$ cat src/design/specular_map_mip_downsample_macros.svh
// Assertion macros for the specular mip downsampler.
// Included by the top level; no other dependencies.
`ifndef SPECULAR_MAP_MIP_DOWNSAMPLE_MACROS_SVH
`define SPECULAR_MAP_MIP_DOWNSAMPLE_MACROS_SVH

// Same-cycle implication, checked out of reset only.
`define SMMD_ASSERT_IMPL(label, clk, rst_n, ante, cons) \
    label: assert property (@(posedge clk) disable iff (!rst_n) (ante) |-> (cons)) \
        else $error("smmd: same-cycle check failed");

// Next-cycle implication, checked out of reset only.
`define SMMD_ASSERT_NEXT(label, clk, rst_n, ante, cons) \
    label: assert property (@(posedge clk) disable iff (!rst_n) (ante) |=> (cons)) \
        else $error("smmd: next-cycle check failed");

`endif

$ cat src/design/smmd_pkg.sv
// Shared types and constants of the specular mip downsampler.
// No dependencies; imported by every module of the block but smmd_ram.
`default_nettype none

package smmd_pkg;

    localparam int CFG_W    = 9;
    localparam int Q_DEPTH  = 2;

    localparam logic [7:0] METAL_MIN   = 8'd230;
    localparam logic [7:0] SUBSURF_MIN = 8'd65;
    localparam logic [7:0] EMIS_NONE   = 8'd255;
    localparam logic [9:0] RECIP3      = 10'd683;
    localparam int         RECIP3_SH   = 11;
    localparam logic [2:0] CNT_NONE    = 3'd0;

    typedef logic [7:0]  t_byte;
    typedef t_byte [3:0] t_byte4;

    typedef struct packed {
        logic [7:0] smoothness_in;
        logic [7:0] reflectance_in;
        logic [7:0] porosity_in;
        logic [7:0] emission_in;
    } t_pix_in;

    typedef struct packed {
        logic [7:0] smoothness_out;
        logic [7:0] reflectance_out;
        logic [7:0] porosity_out;
        logic [7:0] emission_out;
        logic       last_of_tile;
    } t_pix_out;

    // One 2x2 block: [0] above left, [1] above right, [2] left, [3] current.
    typedef struct packed {
        t_pix_in [3:0] px;
        logic          last;
    } t_job;

    typedef struct packed {
        logic valid;
        t_job job;
    } t_push;

    typedef struct packed {
        logic full;
        logic empty;
    } t_qstat;

    // Rounded numerator and divisor of one channel mean.
    typedef struct packed {
        logic [9:0] num;
        logic [2:0] cnt;
    } t_num;

    typedef struct packed {
        t_num [3:0] ch;
        logic       last;
    } t_stage;

endpackage

`default_nettype wire

$ cat src/design/smmd_back.sv
// Back end: two-stage arithmetic over one 2x2 block, class split and rounding
// numerators first, then the division by the sample count. Uses smmd_pkg.
`default_nettype none

module smmd_back (
    input  wire logic           i_clk,
    input  wire logic           i_rst_n,
    input  wire smmd_pkg::t_job i_job,
    input  wire logic           i_job_valid,
    output logic                o_pop,
    output logic                o_valid,
    input  wire logic           i_stall,
    output smmd_pkg::t_pix_out  o_pix
);

    import smmd_pkg::*;

    // Mean of the larger class; a tie keeps the lower class.
    function automatic t_num split_num(input t_byte4 v, input t_byte thr);
        logic [9:0] hs;
        logic [9:0] ls;
        logic [2:0] hc;
        logic [2:0] lc;
        t_num       r;
        hs = '0;
        ls = '0;
        hc = '0;
        lc = '0;
        for (int i = 0; i < 4; i++) begin
            if (v[i] >= thr) begin
                hs = hs + 10'(v[i]);
                hc = hc + 3'd1;
            end else begin
                ls = ls + 10'(v[i]);
                lc = lc + 3'd1;
            end
        end
        if (hc > lc) begin
            r.num = hs + 10'(hc >> 1);
            r.cnt = hc;
        end else begin
            r.num = ls + 10'(lc >> 1);
            r.cnt = lc;
        end
        return r;
    endfunction

    function automatic t_num emis_num(input t_byte4 v);
        logic [9:0] s;
        logic [2:0] c;
        t_num       r;
        s = '0;
        c = '0;
        for (int i = 0; i < 4; i++) begin
            if (v[i] != EMIS_NONE) begin
                s = s + 10'(v[i]);
                c = c + 3'd1;
            end
        end
        r.num = s + 10'(c >> 1);
        r.cnt = c;
        return r;
    endfunction

    function automatic t_num smooth_num(input t_byte4 v);
        t_num r;
        r.num = 10'(v[0]) + 10'(v[1]) + 10'(v[2]) + 10'(v[3]) + 10'd2;
        r.cnt = 3'd4;
        return r;
    endfunction

    // Division by three is a reciprocal multiply, exact for numerators below 2048.
    function automatic t_byte div_num(input t_num n);
        logic [19:0] prod;
        t_byte       q;
        prod = 20'(n.num) * 20'(RECIP3);
        case (n.cnt)
            CNT_NONE: q = EMIS_NONE;
            3'd1:     q = n.num[7:0];
            3'd2:     q = n.num[8:1];
            3'd3:     q = prod[RECIP3_SH+7:RECIP3_SH];
            3'd4:     q = n.num[9:2];
            default:  q = EMIS_NONE;
        endcase
        return q;
    endfunction

    t_stage   r_s1, n_s1;
    logic     r_s1_valid;
    t_pix_out r_out, n_out;
    logic     r_out_valid;
    logic     out_ready;
    logic     s1_ready;
    t_byte4   sm, rf, po, em;

    assign out_ready = !r_out_valid || !i_stall;
    assign s1_ready  = !r_s1_valid || out_ready;
    assign o_pop     = i_job_valid && s1_ready;

    always_comb begin
        for (int i = 0; i < 4; i++) begin
            sm[i] = i_job.px[i].smoothness_in;
            rf[i] = i_job.px[i].reflectance_in;
            po[i] = i_job.px[i].porosity_in;
            em[i] = i_job.px[i].emission_in;
        end
        n_s1.ch[0] = smooth_num(sm);
        n_s1.ch[1] = split_num(rf, METAL_MIN);
        n_s1.ch[2] = split_num(po, SUBSURF_MIN);
        n_s1.ch[3] = emis_num(em);
        n_s1.last  = i_job.last;
    end

    always_comb begin
        n_out.smoothness_out  = div_num(r_s1.ch[0]);
        n_out.reflectance_out = div_num(r_s1.ch[1]);
        n_out.porosity_out    = div_num(r_s1.ch[2]);
        n_out.emission_out    = div_num(r_s1.ch[3]);
        n_out.last_of_tile    = r_s1.last;
    end

    always_ff @(posedge i_clk) begin
        if (!i_rst_n) begin
            r_s1_valid  <= 1'b0;
            r_out_valid <= 1'b0;
        end else begin
            if (s1_ready) begin
                r_s1_valid <= i_job_valid;
            end
            if (out_ready) begin
                r_out_valid <= r_s1_valid;
            end
        end
    end

    always_ff @(posedge i_clk) begin
        if (o_pop) begin
            r_s1 <= n_s1;
        end
        if (out_ready && r_s1_valid) begin
            r_out <= n_out;
        end
    end

    assign o_valid = r_out_valid;
    assign o_pix   = r_out;

endmodule

`default_nettype wire

$ cat config.mk
export PLATFORM = sky130hd
export DESIGN_NAME = smmd_back
export DESIGN_NICKNAME = d
export VERILOG_FILES = /design/src/design/specular_map_mip_downsample_macros.svh /design/src/design/smmd_pkg.sv /design/src/design/smmd_back.sv
export SDC_FILE = /design/constraint.sdc
export NUM_CORES = 1
export LEC_CHECK = 0
export BUFFER_PORTS_ARGS = -buffer_cell sky130_fd_sc_hd__buf_2
export CORE_ASPECT_RATIO = 0.75
export CORE_UTILIZATION = 39
export DETAILED_ROUTE_END_ITERATION = 8
export GPL_ROUTABILITY_DRIVEN = 0
export PLACE_DENSITY = 0.65
export SYNTH_ARGS = -nofsm -noshare
export SYNTH_HDL_FRONTEND = slang
export SYNTH_SLANG_ARGS = --single-unit
$ cat constraint.sdc
create_clock -name i_clk -period 8.4 [get_ports i_clk]
set_clock_uncertainty 0.15 [all_clocks]
set_input_delay 1.68 -clock i_clk [delete_from_list [all_inputs] [get_ports i_clk]]
set_output_delay 1.68 -clock i_clk [all_outputs]
set_load 0.02 [all_outputs]
# Word level (Yosys, flattened, before mapping)
# Cells that the tools add are included.
# classes
n_addsub	39
multipliers	3
magnitude_cmp	10
eq_ne	16
mux	45
reduce_logical	7
# ops
operator	count
10-bit by 8-bit adder with 10-bit output	16
10-bit 2-to-1 mux	15
8-bit one-hot mux with 4 select lines	3
10-bit by 10-bit multiplier with 19-bit output (second input constant)	3
10-bit by 2-bit adder with 10-bit output	5
3-bit by 1-bit adder with 3-bit output (second input constant)	15
3-bit 2-to-1 mux	15
8-bit 2-to-1 mux	5
8-bit by 7-bit greater-or-equal comparator with 1-bit output (second input constant)	4
8-bit greater-or-equal comparator (second input constant)	4
8-bit != test (second input constant)	4
13-bit 2-to-1 mux	2
3-bit by 2-bit equality test with 1-bit output (second input constant)	6
10-bit by 2-bit adder with 10-bit output (second input constant)	1
9-bit by 8-bit adder with 10-bit output	1
8-bit by 8-bit adder with 9-bit output	1
3-bit by 1-bit equality test with 1-bit output (second input constant)	3
3-bit equality test (second input constant)	3
3-bit > comparator	2
1-bit 2-to-1 mux	5
1-bit zero test	3
1-bit logical AND	2
1-bit logical OR	2
# word_totals
ff_bits	85

# Logic depth before layout (Yosys ltp)
# depth
depth_word	10
depth_mapped	29

# Worst setup path before layout
# OpenSTA, ideal clock, no wires.
# synth_timing
kind	input -> register
start	in i_job[20] (netlist name)
end	reg r_s1[26] (netlist name) (data pin)
arrival_ps	6950
t_required_ps	7967
path_slack_ps	1017
stages	25
n_path_buf	2
cell_sequence	buf_2 > a211o_1 > nand2_1 > clkbuf_1 > nand2_1 > inv_1 > ha_1 > a21o_1 > o221ai_2 > a21oi_1 > or4_1 > nand3_1 > ha_1 > a221o_1 > a31oi_1 > nand2b_1 > a32o_1 > or2_2 > ha_1 > o41ai_1 > o21ai_0 > mux2_1 > a22oi_1 > xnor2_1 > mux2i_1
# synth_lines
element	line	source
from (decl)	smmd_back.sv:8	input wire smmd_pkg::t_job i_job,
to (signal assigned)	smmd_back.sv:138	r_s1 <= n_s1;
to (decl)	smmd_back.sv:88	t_stage r_s1, n_s1;

==> impl_metrics.yaml <==
status:
  status: "completed"
global_route:
  antenna_found_initial: 6
  first_global_vias: 14910
  grt_max_degree: 50
  grt_pass1_wl_um: 78110
  track_usage_pct: 20.80
  grt_overflow: 0
detailed_routing:
  first_pass_iters: 6
  drt-total-wl_um: 48060
  antenna_left: 0
  via_per_inst: 5.519
  drc: 0
  wl_per_cell_um: 17.11
  vias: 15500
  first_iter_violations: 908
timing:
  relSlewSlack_pct: 31.75
  worstMarginPinSlew_ns: 1.020
  hold_viol_final: 0
  post-route-min-period_ns: 7.359
  whs_ns: 0.2684
  setup_viol: 0
  timing.final.crit_share_pct: 87.61
  fmax_mhz: 135.9
  rsz0062_at_grt: "no"
  slew_violations: 0
  final.setup.tns_ns: 0
synthesis:
  ys_seq_elements: 83
  synth_top_area_cell: "ha_1"
  synth_most_common_cell: "ha_1"
  synth_top_flop_cell: "edfxtp_1"
  synth_edf_count: 81
  ys_seq_area_share_pct: 13.86
  syn_inst: 2076
  synth_fp_nets: 2643
  synth_top_area_share_pct: 23.58
  ys_types: 102
  syn_area_sq_mm: 0.01783
  synth_area_per_cell_sq_um: 8.590
  yosysWarnings: 0
  synth.area.top_cells: "ha_1 24%, edfxtp_1 14%, fa_1 11%, inv_1 5.3%, xnor2_1 4.9%"
  synth_commonest_cells: "336 x ha_1, 251 x inv_1, 157 x nand2_1, 123 x o21ai_0, 114 x a21oi_1"
  async_reset_ff_share_pct: 0
placed_design:
  hpwl_um: 41060
  portBuffers: 167
worst_setup_path:
  critPathLaunch: "i_job[11]"
  cp_common_cell: "nand2_1"
  crit_path_max_incr_delay_ns: 0.61
  worst-setup-path-type: "input pin to flip-flop"
  cp_data_arrival_time_ns: 7.34
  path_max_fanout: 4
  r2r-start: "r_s1[51]"
  r2r_cells: 17
  worst_r2r_endpoint: "o_pix[8]"
  r2r_setup_slack_ns: 2.56
  startpoint_type: "input pin"
  endpoint: "r_s1[39]"
  slowest_stage: "o311ai_0"
  cp.required_ns: 8.38
  cp-end-kind: "flip-flop"
cells_and_area:
  drive_above_1_share_pct: 11.67
  n_fill_cell: 4361
  area_growth_pct: 9.564
  layout.nets: 2781
cts:
  post_cts_buffers: 0
  h-tree-depth: 3
  clk_latency_ns: 0.38
  ctsResizeCount: 0
  cts_buffers: 9
  cts_hold_buffers: 0
  clock-root-buffer: "clkbuf_16"
  cts.sinks: 83
  clock_path_buffers: 2
  cts_tree: "done"
  clk_pin_slew_worst_paths_ns: 0.07
die:
  ios: 168
  die-area_sq_mm: 0.04659
  rows: 67
  start_util_pct: 39.76
  die_w_um: 248.9
  core-area_sq_mm: 0.04485
  fp.dieH_um: 187.2
min_path:
  hp-class: "flip-flop to flip-flop"
flow_run:
  cap_violations: 0
## flip-flops by register name, indices dropped and copies added, names as in the netlist
name        cells
o_valid         1
o_pix          33
r_s1           47
n_out           1
r_s1_valid      1
## kinds of logic (layout without fill, tap and decap cells)
kind of cell	Yosys count	count (layout)	synth area share, %
and+or+nand+nor	527	527	14.92
AOI/OAI and AO/OA	523	523	19.41
adders and majority gates	435	435	34.63
buffers and inverters	307	450	6.834
xor gates and xnor gates	157	157	7.711
DFF	83	83	13.86
muxes	43	43	2.610
other	1	5	0.02103
## stage by stage
step                cell area, sq um  worst slack [ns]  utilization, %  std cells
floorplan                      17830             1.017               -       2076
global route                   19530            0.7220           43.55       2807
CTS                            19530             1.159           43.54       2805
detailed placement             19250            0.7566           42.92       2789
global placement               19250            0.8927           42.92       2789
finish                         19540             1.041           43.56       2809
## worst min path at each step
stage          startpoint   endpoint  slack, ns  cells past startpoint
2_1_floorplan    n_out[0]   o_pix[0]       0.25                      0
3_3_place_gp     r_s1[13]  o_pix[32]       0.25                      0
3_5_place_dp      r_s1[9]  o_pix[28]       0.26                      0
4_1_cts          r_s1[12]  o_pix[31]       0.27                      0
5_1_grt           r_s1[9]  o_pix[28]       0.27                      0
6_report         r_s1[12]  o_pix[31]       0.27                      0
## per-layer routing
metal | up-vias | GRT usage [%] | routed length, um
li1 | 7657 | - | -
met1 | 7343 | 30.27 | 23860
met2 | 444 | 31.83 | 20510
met3 | 56 | 3.270 | 2791
met4 | 4 | 5.256 | 859
met5 | - | 0 | 34
## critical path: cells and delay by family
kind	cells	cell delay, ns
adders and majority gates	4	1.23
buffers and inverters	3	0.29
muxes	1	0.09
AOI/OAI and AO/OA	8	2.38
xor gates and xnor gates	3	0.50
and+or+nand+nor	8	1.17
## layout make-up
| class | instances | area, sq um | area share, % |
|---|---|---|---|
| clock buffers | 10 | 229.0 | 1.172 |
| flip-flops and latches | 83 | 2472 | 12.65 |
| repair buffers | 180 | 933.4 | 4.777 |
| clock inverters | 6 | 47.55 | 0.2434 |
| inverters | 254 | 958.4 | 4.906 |
| well taps | 586 | 733.2 | 3.753 |
| multi-input cells | 1686 | 14150 | 72.44 |
| diodes | 4 | 10.01 | 0.05123 |
## placed cells by master, fill, tap and decap left out, types with 13 or more instances in the layout
cell type and n:
nor3_1 37, o211ai_1 16, xnor2_1 100, buf_2 167, nor2_1 113, mux2i_1 27, buf_4 13, inv_1 251
fa_1 98, nand2_1 157, nor2b_1 29, nand2b_1 31, a31oi_1 29, a21oi_1 114, a21o_1 59, a21boi_0 15
o21ai_0 123, nand3_1 34, edfxtp_1 81, xor2_1 57, and2_1 26, mux2_2 13, o22ai_1 28, nand3b_1 14
ha_1 336, o21a_1 26, and3_1 14
Power is left out: the tool's default activity adds up to more than one toggle a clock period on the data nets, which glitch-free logic cannot reach.
