--- src/design/specular_map_mip_downsample_macros.svh ---
// Assertion macros for the specular mip downsampler.
// Included by the top level; no other dependencies.
`ifndef SPECULAR_MAP_MIP_DOWNSAMPLE_MACROS_SVH
`define SPECULAR_MAP_MIP_DOWNSAMPLE_MACROS_SVH

// Same-cycle implication, checked out of reset only.
`define SMMD_ASSERT_IMPL(label, clk, rst_n, ante, cons) \
    label: assert property (@(posedge clk) disable iff (!rst_n) (ante) |-> (cons)) \
        else $error("smmd: same-cycle check failed");

// Next-cycle implication, checked out of reset only.
`define SMMD_ASSERT_NEXT(label, clk, rst_n, ante, cons) \
    label: assert property (@(posedge clk) disable iff (!rst_n) (ante) |=> (cons)) \
        else $error("smmd: next-cycle check failed");

`endif

--- src/design/smmd_pkg.sv ---
// Shared types and constants of the specular mip downsampler.
// No dependencies; imported by every module of the block but smmd_ram.
`default_nettype none

package smmd_pkg;

    localparam int CFG_W    = 9;
    localparam int Q_DEPTH  = 2;

    localparam logic [7:0] METAL_MIN   = 8'd230;
    localparam logic [7:0] SUBSURF_MIN = 8'd65;
    localparam logic [7:0] EMIS_NONE   = 8'd255;
    localparam logic [9:0] RECIP3      = 10'd683;
    localparam int         RECIP3_SH   = 11;
    localparam logic [2:0] CNT_NONE    = 3'd0;

    typedef logic [7:0]  t_byte;
    typedef t_byte [3:0] t_byte4;

    typedef struct packed {
        logic [7:0] smoothness_in;
        logic [7:0] reflectance_in;
        logic [7:0] porosity_in;
        logic [7:0] emission_in;
    } t_pix_in;

    typedef struct packed {
        logic [7:0] smoothness_out;
        logic [7:0] reflectance_out;
        logic [7:0] porosity_out;
        logic [7:0] emission_out;
        logic       last_of_tile;
    } t_pix_out;

    // One 2x2 block: [0] above left, [1] above right, [2] left, [3] current.
    typedef struct packed {
        t_pix_in [3:0] px;
        logic          last;
    } t_job;

    typedef struct packed {
        logic valid;
        t_job job;
    } t_push;

    typedef struct packed {
        logic full;
        logic empty;
    } t_qstat;

    // Rounded numerator and divisor of one channel mean.
    typedef struct packed {
        logic [9:0] num;
        logic [2:0] cnt;
    } t_num;

    typedef struct packed {
        t_num [3:0] ch;
        logic       last;
    } t_stage;

endpackage

`default_nettype wire

--- src/design/smmd_queue.sv ---
// Short block queue between the front end and the arithmetic back end.
// Uses smmd_pkg.
`default_nettype none

module smmd_queue (
    input  wire logic            i_clk,
    input  wire logic            i_rst_n,
    input  wire smmd_pkg::t_push i_push,
    input  wire logic            i_pop,
    output smmd_pkg::t_qstat     o_qstat,
    output smmd_pkg::t_job       o_job
);

    import smmd_pkg::*;

    localparam int PTR_W = (Q_DEPTH > 1) ? $clog2(Q_DEPTH) : 1;
    localparam int CNT_W = $clog2(Q_DEPTH + 1);
    localparam logic [PTR_W-1:0] PTR_LAST = PTR_W'(Q_DEPTH - 1);
    localparam logic [CNT_W-1:0] CNT_FULL = CNT_W'(Q_DEPTH);

    t_job             r_slot [Q_DEPTH];
    logic [PTR_W-1:0] r_wp, n_wp;
    logic [PTR_W-1:0] r_rp, n_rp;
    logic [CNT_W-1:0] r_cnt, n_cnt;
    logic             do_push;
    logic             do_pop;

    assign o_qstat.full  = (r_cnt == CNT_FULL);
    assign o_qstat.empty = (r_cnt == '0);
    assign do_push = i_push.valid && !o_qstat.full;
    assign do_pop  = i_pop && !o_qstat.empty;
    assign o_job   = r_slot[r_rp];

    always_comb begin
        n_wp  = r_wp;
        n_rp  = r_rp;
        n_cnt = r_cnt;
        if (do_push) begin
            n_wp = (r_wp == PTR_LAST) ? '0 : r_wp + PTR_W'(1);
        end
        if (do_pop) begin
            n_rp = (r_rp == PTR_LAST) ? '0 : r_rp + PTR_W'(1);
        end
        if (do_push && !do_pop) begin
            n_cnt = r_cnt + CNT_W'(1);
        end else if (do_pop && !do_push) begin
            n_cnt = r_cnt - CNT_W'(1);
        end
    end

    always_ff @(posedge i_clk) begin
        if (!i_rst_n) begin
            r_wp  <= '0;
            r_rp  <= '0;
            r_cnt <= '0;
        end else begin
            r_wp  <= n_wp;
            r_rp  <= n_rp;
            r_cnt <= n_cnt;
        end
    end

    always_ff @(posedge i_clk) begin
        if (do_push) begin
            r_slot[r_wp] <= i_push.job;
        end
    end

endmodule

`default_nettype wire

--- config.mk ---
export PLATFORM = sky130hd
export DESIGN_NAME = smmd_queue
export DESIGN_NICKNAME = d
export VERILOG_FILES = /design/src/design/specular_map_mip_downsample_macros.svh /design/src/design/smmd_pkg.sv /design/src/design/smmd_queue.sv
export SDC_FILE = /design/constraint.sdc
export NUM_CORES = 1
export LEC_CHECK = 0
export BUFFER_PORTS_ARGS = -buffer_cell sky130_fd_sc_hd__clkbuf_2
export CORE_MARGIN = 2
export CORE_UTILIZATION = 45
export DETAILED_ROUTE_END_ITERATION = 10
export GPL_ROUTABILITY_DRIVEN = 0
export PLACE_DENSITY = 0.71
export SLEW_MARGIN = 0
export SYNTH_ARGS = -nofsm -noshare
export SYNTH_HDL_FRONTEND = slang
export SYNTH_SLANG_ARGS = --single-unit
--- constraint.sdc ---
create_clock -name i_clk -period 6.6 [get_ports i_clk]
set_clock_uncertainty 0.05 [all_clocks]
set_input_delay 1.32 -clock i_clk [delete_from_list [all_inputs] [get_ports i_clk]]
set_output_delay 1.32 -clock i_clk [all_outputs]
set_load 0.005 [all_outputs]
Word level (Yosys, flattened, before mapping)
Memory sizes are Yosys's and may differ from the RTL's. A register that Yosys moved wholly into a read port is not among the register bits. Cells that the tools add are included.

Flip-flop bits (word level): 4. Memories: 1. Bits in writable memories: 258. Input bits: 133.

Reduce and logical (&&, ||, !) cells: 10. Eq/ne operators: 1. Multiplexer cells: 8. $add $sub $neg: 4.

Memory list: r_slot (words 2, width 129, rd ports 1, clocked after Yosys merged registers in 1, write ports 1, RTL line smmd_queue.sv:21) `t_job r_slot [Q_DEPTH];`.

Operators by type and width (count): 1-bit two-way mux (6); 1-bit logical AND (4); 1-bit logical NOT (4); 2-bit two-way mux (2); 1-bit adder, second input constant (2); 2-bit by 1-bit adder with 2-bit output, second input constant (1); 2-bit == test, second input constant (1); 2-bit logical NOT (1); 2-bit nonzero test (1); 2-bit by 1-bit subtractor with 2-bit output, second input constant (1).

Depth between registers and ports, before layout
Gate-level depths: netlist of run 1.

Word-level depth: 7. Depth in mapped cells: 7. Mapped depth without buffers: 7.

Least setup slack after synthesis of run 1
Ideal clock, no wire load.

Path type: in2reg. Start point: in i_push[129] in the netlist's numbering. End point: mem r_slot[0][0] in the netlist's numbering, enable pin. Stages: 2. Library setup time: 0.595 ns. Arrival: 6.372 ns. Slack: -0.417 ns. Cell sequence: inv_1 nor3_2.

Longest elaborated chain between the ends: 3.

Ends and longest elaborated chain: start, declared (RTL line smmd_queue.sv:8) `input wire smmd_pkg::t_push i_push,`; 1-bit logical AND (RTL line smmd_queue.sv:30) `assign do_push = i_push.valid && !o_qstat.full;`; 1-bit two-way mux (RTL line smmd_queue.sv:64) `if (do_push) begin`; 1-bit two-way mux (not written as such) (RTL line smmd_queue.sv:65) `r_slot[r_wp] <= i_push.job;`; end, declared (RTL line smmd_queue.sv:21).

Every way passes these cells.

==> results of run 1 <==
-- worst min-delay path, stage by stage (launching register included) --
cell      delay, ns
dfxtp_1        0.34
o21ai_0        0.11
a21boi_1       0.09
-- placed cells by master, fill, tap and decap left out, drive strengths merged --
cell	synthesis	layout
clkinv	0	9
clkinvlp	0	1
xor2	1	1
o21a	1	1
clkbuf	0	297
nor3	1	1
nor2	2	2
and3	1	1
nand2b	1	1
bufinv	0	3
and2	3	3
o21ai	2	2
dfxtp	5	5
a21boi	2	2
mux2	129	129
xnor2	2	2
or3	1	1
ha	1	1
inv	2	2
edfxtp	258	258
buf	14	4
-- area by class of cell --
cell class,instances,area (µm²)
Sequential cell,263,7850
Clock buffer,34,742
Multi-Input combinational cell,147,1590
Clock inverter,13,136
Tap cell,275,344
Inverter,2,7.51
Timing Repair Buffer,267,1350
Fill cell,1643,8940
-- power by group --
part / leakage (nW) / switching (mW) / total [mW] / internal [mW]
sequential: 2.45 / 0.123 / 2.23 / 2.10
combinational: 1.65 / 0.435 / 0.926 / 0.491
clock: 0.431 / 0.578 / 1.48 / 0.904
-- metal layers --
layer | GRT usage (%) | wire (µm) | up-vias
met4 | 5.38 | 543 | 0
met1 | 18.2 | 6890 | 2387
met2 | 26.5 | 8880 | 211
met3 | 5.06 | 1690 | 41
li1 | - | - | 2258
met5 | 0 | 0 | -
-- worst min-delay path by stage --
stage | from | to | slack (ns) | cells past startpoint
after floorplan | r_cnt[1] | r_cnt[1] | 0.43 | 2
final | r_cnt[1] | r_cnt[1] | 0.53 | 2
after CTS | r_cnt[1] | r_cnt[1] | 0.53 | 2
after detailed placement | r_cnt[1] | r_cnt[1] | 0.52 | 2
after global routing | r_rp | flop | 0.58 | 2
after global placement | r_cnt[1] | r_cnt[1] | 0.45 | 2
-- cells by family (layout without fill, tap and decap cells) --
logic type                 Yosys count  count (layout)  share of synthesized area (%)
muxes                              129             129                           15.2
adders and majority gates            1               1                          0.131
xor gates and xnor gates             3               3                          0.274
DFF                                263             263                           82.0
AOI/OAI and AO/OA                    5               5                          0.340
and+or+nand+nor                      9               9                          0.575
buffers and inverters               16             316                           1.54
-- flip-flops by register name (all words and copies together), names as in the netlist, named ones only --
name / cells
r_cnt: 2
r_rp: 1
r_wp: 1
r_slot: 258
-- stage by stage --
| stage | hold slack (ns) | total power, mW | setup slack [ns] |
|---|---|---|---|
| 5_1_grt | 0.576 | 4.85 | 2.21 |
| 2_1_floorplan | 0.433 | 2.82 | 1.63 |
| 3_5_place_dp | 0.522 | 3.21 | 2.87 |
| 3_3_place_gp | 0.446 | 3.17 | 2.93 |
| 6_report | 0.535 | 4.63 | 2.41 |
| 4_1_cts | 0.533 | 4.69 | 2.31 |
==> flow_metrics.env, run 1 <==
export IMPL_cts_made_buffers=27
export IMPL_worstReg2RegStart="r_cnt[0]"
export IMPL_fin_nets=842
export IMPL_rows=53
export IMPL_synth_top_area_cell="edfxtp_1"
export IMPL_clkSinkCount=263
export IMPL_ys_top_cells_by_count="258 x edfxtp_1, 129 x mux2_2, 10 x buf_6, 5 x dfxtp_1"
export IMPL_crit_path_end="o_job[97]"
export IMPL_max_stage_delay_ns=1.08
export IMPL_clk_path_buf_depth=3
export IMPL_synth_warnings=0
export IMPL_r2r_cells=3
export IMPL_grt_pass1_vias=5300
export IMPL_p_leak_nw=4.53
export IMPL_yosysMostFrequentCell="edfxtp_1"
export IMPL_syn_nets=560
export IMPL_antenna_found_initial=0
export IMPL_cts_hold_fix_buffers=0
export IMPL_tightest_slew_ns=1.14
export IMPL_io_pins=264
export IMPL_rsz0062_at_grt="no"
export IMPL_core_mm2=0.0210
export IMPL_cts_root_buffer="clkbuf_16"
export IMPL_irDropWorstVdd_v=0.000280
export IMPL_die_height_um=150
export IMPL_syn_area_per_cell_um2=22.5
export IMPL_slew_viol_final=0
export IMPL_viasPerCell=4.89
export IMPL_critPathKind="reg2out"
export IMPL_synth_edf_count=258
export IMPL_end_kind="output pin"
export IMPL_drv_cap=0
export IMPL_ctsResizeCount=0
export IMPL_clk_pin_slew_ns=0.06
export IMPL_dp_cells=954
export IMPL_cp_start_kind="flop"
export IMPL_wl_per_cell_um=18.0
export IMPL_diodes=0
export IMPL_vias=4897
export IMPL_final_cells=1001
export IMPL_cp_data_required_time_ns=5.23
export IMPL_relSlewSlack_pct=24.1
export IMPL_setup_viol=0
export IMPL_ys_types=21
export IMPL_max_freq_ghz=0.239
export IMPL_dpl_cell_area_mm2=0.0111
export IMPL_post_cts_buffers=0
export IMPL_synthArstFlopShare_pct=0
export IMPL_die_w_um=150
export IMPL_ys_seq_elements=263
export IMPL_path_cells="buf_4 > mux2_2 > clkbuf_2"
export IMPL_crit_fanout=85
export IMPL_synth_top_cells_by_area="edfxtp_1 81%, mux2_2 15%, buf_6 1.2%, dfxtp_1 1.0%, buf_4 0.24%"
export IMPL_grt_max_degree=86
export IMPL_outcome="complete, no violations"
export IMPL_drive_above_1_share_pct=60.3
export IMPL_detail_route_wirelength_um=18000
export IMPL_ff2ff_setup_slack_ns=3.87
export IMPL_io_buffers=263
export IMPL_synth_main_ff_cell="edfxtp_1"
export IMPL_dp_hpwl_um=11800
export IMPL_area_growth_syn_to_layout_pct=25.5
export IMPL_reg2reg_to="r_slot[1][53]"
export IMPL_drtIter0Drc=203
export IMPL_critPathSlowestCell="dfxtp_4"
export IMPL_critPathBufInv=2
export IMPL_initial_core_util_pct=45.7
export IMPL_final_antenna_net_count=0
export IMPL_setup_tns_final_ns=0
export IMPL_htree_levels=1
export IMPL_power_density_mw_per_mm2=385
export IMPL_fin_crit_ns=4.19
export IMPL_cp_top_family="flip-flops"
export IMPL_post_route_util_pct=57.4
export IMPL_hold_viol_final=0
export IMPL_cts_tree="done"
export IMPL_final_area_mm2=0.0120
export IMPL_drcViolationCount=0
export IMPL_syn_area_mm2=0.00957
export IMPL_grt_overflow=0
export IMPL_die_area_mm2=0.0225
export IMPL_clk_latency_ns=0.51
export IMPL_synthCells=426
export IMPL_min_period_over_period_pct=63.5
export IMPL_synth_seq_area_share_pct=82.0
export IMPL_gr_usage_all_layers_pct=15.4
export IMPL_path_depth=3
export IMPL_detail_route_first_pass_iterations=5
export IMPL_hold_class="reg2reg"
export IMPL_grt_pass1_wl_um=27100
export IMPL_cp_data_arrival_time_ns=2.82
export IMPL_netlist_area_leader_share_pct=80.9
Note: power is estimated with default switching activity, not from simulation.
==> run 2: changes to the inputs <==
==> constraint.sdc (replaced) <==
create_clock -name i_clk -period 3.6 [get_ports i_clk]
set_clock_uncertainty 0.05 [all_clocks]
set_input_delay 0.72 -clock i_clk [delete_from_list [all_inputs] [get_ports i_clk]]
set_output_delay 0.72 -clock i_clk [all_outputs]
set_load 0.005 [all_outputs]
==> flow_metrics.env, run 2 (same netlist as run 1, synthesis figures left out) <==
export IMPL_final_cells=1000
export IMPL_drtIter0Drc=200
export IMPL_antenna_found_initial=0
export IMPL_gr_usage_all_layers_pct=14.4
export IMPL_critPathSlowestCell="dfxtp_4"
export IMPL_hold_start="i_push[96]"
export IMPL_die_area_mm2=0.0225
export IMPL_final_area_mm2=0.0120
export IMPL_irDropWorstVdd_v=0.000460
export IMPL_power_density_mw_per_mm2=693
export IMPL_slew_viol_final=0
export IMPL_ctsResizeCount=0
export IMPL_relSlewSlack_pct=52.0
export IMPL_initial_core_util_pct=45.7
export IMPL_final_antenna_net_count=0
export IMPL_hold_depth=1
export IMPL_setup_tns_final_ns=0
export IMPL_nFillCells=1659
export IMPL_dr_wl_met3_um=1540
export IMPL_wl_per_cell_um=17.2
export IMPL_dp_cells=955
export IMPL_hold_class="in2reg"
export IMPL_core_mm2=0.0210
export IMPL_largest_reg_flops=258
export IMPL_io_pins=264
export IMPL_critPathKind="reg2out"
export IMPL_end_kind="output pin"
export IMPL_final_cell_mix="263 x clkbuf_2, 258 x edfxtp_1, 129 x mux2_2, 27 x clkbuf_16, 6 x clkbuf_1"
export IMPL_worstReg2RegStart="r_cnt[0]"
export IMPL_drv_cap=0
export IMPL_power_total_mw=8.33
export IMPL_hold_path_endpoint="r_slot[0][96]"
export IMPL_crit_fanout=48
export IMPL_route_top_layer_used="met4"
export IMPL_hold_viol_final=0
export IMPL_dp_hpwl_um=11200
export IMPL_cp_data_arrival_time_ns=2.10
export IMPL_clkSinkCount=263
export IMPL_path_cells="buf_12 > mux2_2 > clkbuf_2"
export IMPL_io_buffers=263
export IMPL_final_common_cell="clkbuf_2"
export IMPL_clk_latency_ns=0.52
export IMPL_cts_made_buffers=26
export IMPL_route_met2_wl_um=8710
export IMPL_cts_hold_fix_buffers=0
export IMPL_diodes=0
export IMPL_max_stage_delay_ns=0.71
export IMPL_rows=53
export IMPL_cts_tree="done"
export IMPL_die_height_um=150
export IMPL_vias=4868
export IMPL_drive_above_1_share_pct=60.1
export IMPL_clk_pin_slew_ns=0.06
export IMPL_drt_met1_wl_um=6590
export IMPL_min_period_over_period_pct=79.8
export IMPL_ff2ff_setup_slack_ns=1.67
export IMPL_clk_path_buf_depth=3
export IMPL_p_leak_nw=4.51
export IMPL_tightest_slew_ns=0.719
export IMPL_detail_route_first_pass_iterations=4
export IMPL_dpl_cell_area_mm2=0.0112
export IMPL_detail_route_wirelength_um=17200
export IMPL_die_w_um=150
export IMPL_grt_pass1_wl_um=25400
export IMPL_setup_viol=0
export IMPL_htree_levels=1
export IMPL_top_regs="r_slot (258), r_cnt (2)"
export IMPL_post_cts_buffers=0
export IMPL_viasPerCell=4.87
export IMPL_cp_data_required_time_ns=2.83
export IMPL_rsz0062_at_grt="no"
export IMPL_cp_start_kind="flop"
export IMPL_cts_root_buffer="clkbuf_16"
export IMPL_pre_cts_ws_ns=1.24
export IMPL_outcome="complete, no violations"
export IMPL_fin_crit_ns=2.87
export IMPL_grt_pass1_vias=5113
export IMPL_area_growth_syn_to_layout_pct=25.6
export IMPL_r2r_cells=4
export IMPL_reg2reg_to="r_slot[0][121]"
export IMPL_fin_ws_ns=0.729
export IMPL_grt_overflow=0
export IMPL_fin_nets=842
export IMPL_drcViolationCount=0
export IMPL_grt_max_degree=131
export IMPL_largest_register="r_slot"
export IMPL_max_freq_ghz=0.348
## run 2: critical path, delay by kind of cell (launching register included)
family                 cells  cell delay (ns)
muxes                      1             0.39
DFF                        1             0.71
buffers and inverters      2             0.44
## run 2: power breakdown
group / internal [mW] / switching, mW / total (mW)
Sequential: 3.85 / 0.155 / 4.01
Combinational: 0.930 / 0.856 / 1.79
Clock: 1.51 / 1.03 / 2.54
Total: 6.29 / 2.05 / 8.33
## run 2: how the worst max path moves through the flow
| stage | endpoint | slack, ns | start | cells past startpoint |
|---|---|---|---|---|
| 5_1_grt | o_job[18] | 0.61 | flop | 3 |
| 6_report | o_job[18] | 0.73 | flop | 3 |
| 2_1_floorplan | r_slot[0][0] | -0.73 | i_push[129] | 2 |
| 3_3_place_gp | o_job[18] | 1.25 | flop | 3 |
| 3_5_place_dp | o_job[18] | 1.24 | flop | 3 |
| 4_1_cts | o_job[18] | 0.67 | flop | 3 |
## run 2: cell type report
cell class | instances | area [µm²] | area share (%)
repair buffers | 268 | 1400 | 11.7
clock buffers | 33 | 698 | 5.81
inverters | 2 | 20.0 | 0.167
multi-input cells | 147 | 1590 | 13.2
clock inverters | 12 | 114 | 0.947
well taps | 275 | 344 | 2.86
flip-flops and latches | 263 | 7850 | 65.3
## run 2: per-stage QoR
stage | utilization [%] | hold slack [ns]
final | 57.4 | 0.340
after global routing | 57.4 | 0.315
after CTS | 57.4 | 0.315
after detailed placement | 53.5 | 0.498
after global placement | 53.5 | 0.447
after floorplan | - | 0.433
## run 2: layer usage
metal  vias to the layer above  global-route usage [%]
li1                       2260                       -
met1                      2393                    16.7
met2                       182                    25.5
met3                        33                    4.66
met4                         0                    4.34
met5                         -                       0
==> run 3: changes to the inputs <==
==> constraint.sdc (replaced) <==
create_clock -name i_clk -period 2.55 [get_ports i_clk]
set_clock_uncertainty 0.05 [all_clocks]
set_input_delay 0.51 -clock i_clk [delete_from_list [all_inputs] [get_ports i_clk]]
set_output_delay 0.51 -clock i_clk [all_outputs]
set_load 0.005 [all_outputs]
==> flow_metrics.env, run 3 (same netlist as run 1, synthesis figures left out) <==
export IMPL_initial_core_util_pct=45.7
export IMPL_io_pins=264
export IMPL_cp_data_arrival_time_ns=1.83
export IMPL_power_total_mw=11.8
export IMPL_use_met3_pct=3.84
export IMPL_pwr_share_clk_pct=29.6
export IMPL_vias=4928
export IMPL_largest_reg_flops=258
export IMPL_min_period_over_period_pct=93.7
export IMPL_ctsResizeCount=0
export IMPL_clk_path_buf_depth=3
export IMPL_max_stage_delay_ns=0.57
export IMPL_post_route_util_pct=57.7
export IMPL_intPower_mw=8.87
export IMPL_grt_pass1_vias=5160
export IMPL_htree_levels=1
export IMPL_drv_cap=0
export IMPL_relSlewSlack_pct=72.4
export IMPL_die_height_um=150
export IMPL_cts_root_buffer="clkbuf_16"
export IMPL_p_comb_share_pct=22.7
export IMPL_die_area_mm2=0.0225
export IMPL_crit_fanout=31
export IMPL_wl_per_cell_um=17.8
export IMPL_drtIter0Drc=176
export IMPL_swShare_pct=24.9
export IMPL_cp_data_required_time_ns=1.99
export IMPL_antenna_found_initial=0
export IMPL_final_cells=1006
export IMPL_final_common_cell="clkbuf_2"
export IMPL_slew_viol_final=0
export IMPL_critPathSlowestCell="dfxtp_4"
export IMPL_use_met2_pct=26.8
export IMPL_cts_made_buffers=26
export IMPL_rsz0062_at_grt="no"
export IMPL_dp_cells=958
export IMPL_max_freq_ghz=0.418
export IMPL_drcViolationCount=0
export IMPL_grt_max_degree=70
export IMPL_diodes=0
export IMPL_drive_above_1_share_pct=60.5
export IMPL_cts_tree="done"
export IMPL_critPathKind="reg2out"
export IMPL_hold_viol_final=0
export IMPL_detail_route_first_pass_iterations=5
export IMPL_r2r_cells=4
export IMPL_area_growth_syn_to_layout_pct=26.3
export IMPL_clk_pin_slew_ns=0.06
export IMPL_nFillCells=1608
export IMPL_detail_route_wirelength_um=17900
export IMPL_grt_pass1_wl_um=26100
export IMPL_clk_latency_ns=0.51
export IMPL_irDropWorstVdd_v=0.000855
export IMPL_path_cells="buf_12 > mux2_2 > clkbuf_2"
export IMPL_setup_viol=0
export IMPL_hold_depth=1
export IMPL_p_sw_mw=2.94
export IMPL_outcome="complete, no violations"
export IMPL_gr_usage_all_layers_pct=15.0
export IMPL_core_mm2=0.0210
export IMPL_busiest_layer="met2"
export IMPL_fin_crit_ns=2.39
export IMPL_grt_overflow=0
export IMPL_io_buffers=263
export IMPL_die_w_um=150
export IMPL_largest_register="r_slot"
export IMPL_ff2ff_setup_slack_ns=0.91
export IMPL_viasPerCell=4.90
export IMPL_clkSinkCount=263
export IMPL_final_antenna_net_count=0
export IMPL_top_regs="r_slot (258), r_cnt (2)"
export IMPL_power_density_mw_per_mm2=977
export IMPL_tightest_slew_ns=0.414
export IMPL_use_met1_pct=17.6
export IMPL_p_leak_nw=4.54
export IMPL_hold_class="in2reg"
export IMPL_cp_start_kind="flop"
export IMPL_end_kind="output pin"
export IMPL_rows=53
export IMPL_fin_nets=846
export IMPL_pwr_share_seq_pct=47.6
export IMPL_dp_hpwl_um=11900
export IMPL_final_cell_mix="263 x clkbuf_2, 258 x edfxtp_1, 129 x mux2_2, 27 x clkbuf_16, 8 x buf_12"
[run 3: power groups by stage]
| stage | clock (mW) | combinational (mW) | sequential (mW) |
|---|---|---|---|
| after global routing | 3.78 | 2.92 | 5.67 |
| after CTS | 3.60 | 2.75 | 5.64 |
| after detailed placement | 0 | 2.68 | 5.75 |
| after floorplan | 0 | 1.63 | 5.66 |
| after global placement | 0 | 2.63 | 5.71 |
| final | 3.50 | 2.69 | 5.62 |
[run 3: worst max-delay path, delay by kind of cell, from the launching register on]
family   cells  cell delay [ns]
flops        1             0.57
buf+inv      2             0.37
mux          1             0.37
[run 3: final cells by class]
type / instances / area [µm²] / share of cell area [%]
sequential: 263 / 7850 / 65.0
multi-input combinational: 147 / 1600 / 13.2
timing repair buffer: 272 / 1490 / 12.3
clock buffer: 34 / 702 / 5.81
tap: 275 / 344 / 2.85
clock inverter: 13 / 90.1 / 0.745
inverter: 2 / 10.0 / 0.0828
[run 3: final timing paths]
kind / endpoint / startpoint
hold reg to reg: r_cnt[1] / r_cnt[1]
setup / recovery: o_job[5] / flop
hold / removal: r_slot[1][20] / i_push[20]
setup reg to reg: r_slot[0][97] / r_cnt[0]
[run 3: per-stage QoR]
| step | cell area (µm²) | hold slack [ns] | TNS [ns] | setup slack, ns |
|---|---|---|---|---|
| 6_report | 12100 | 0.133 | 0 | 0.160 |
| 5_1_grt | 12100 | 0.117 | 0 | 0.0747 |
| 4_1_cts | 12100 | 0.109 | 0 | 0.104 |
| 3_5_place_dp | 11300 | 0.528 | 0 | 0.518 |
| 3_3_place_gp | 11300 | 0.484 | 0 | 0.562 |
| 2_1_floorplan | 9590 | 0.467 | -213.27 | -1.58 |
[run 3: layer usage]
layer  share of wire [%]  vias up
li1                    -     2266
met1                  39     2446
met2                  51      179
met3                 7.2       37
met4                 2.6        0
met5                   0        -
[run 3: what timing repair did]
item / in CTS / in global routing
endpoints found under the hold margin: 0 / 0
setup buffers: 1 / 0
hold buffers: 0 / 0
endpoints found under the setup margin: 13 / 0
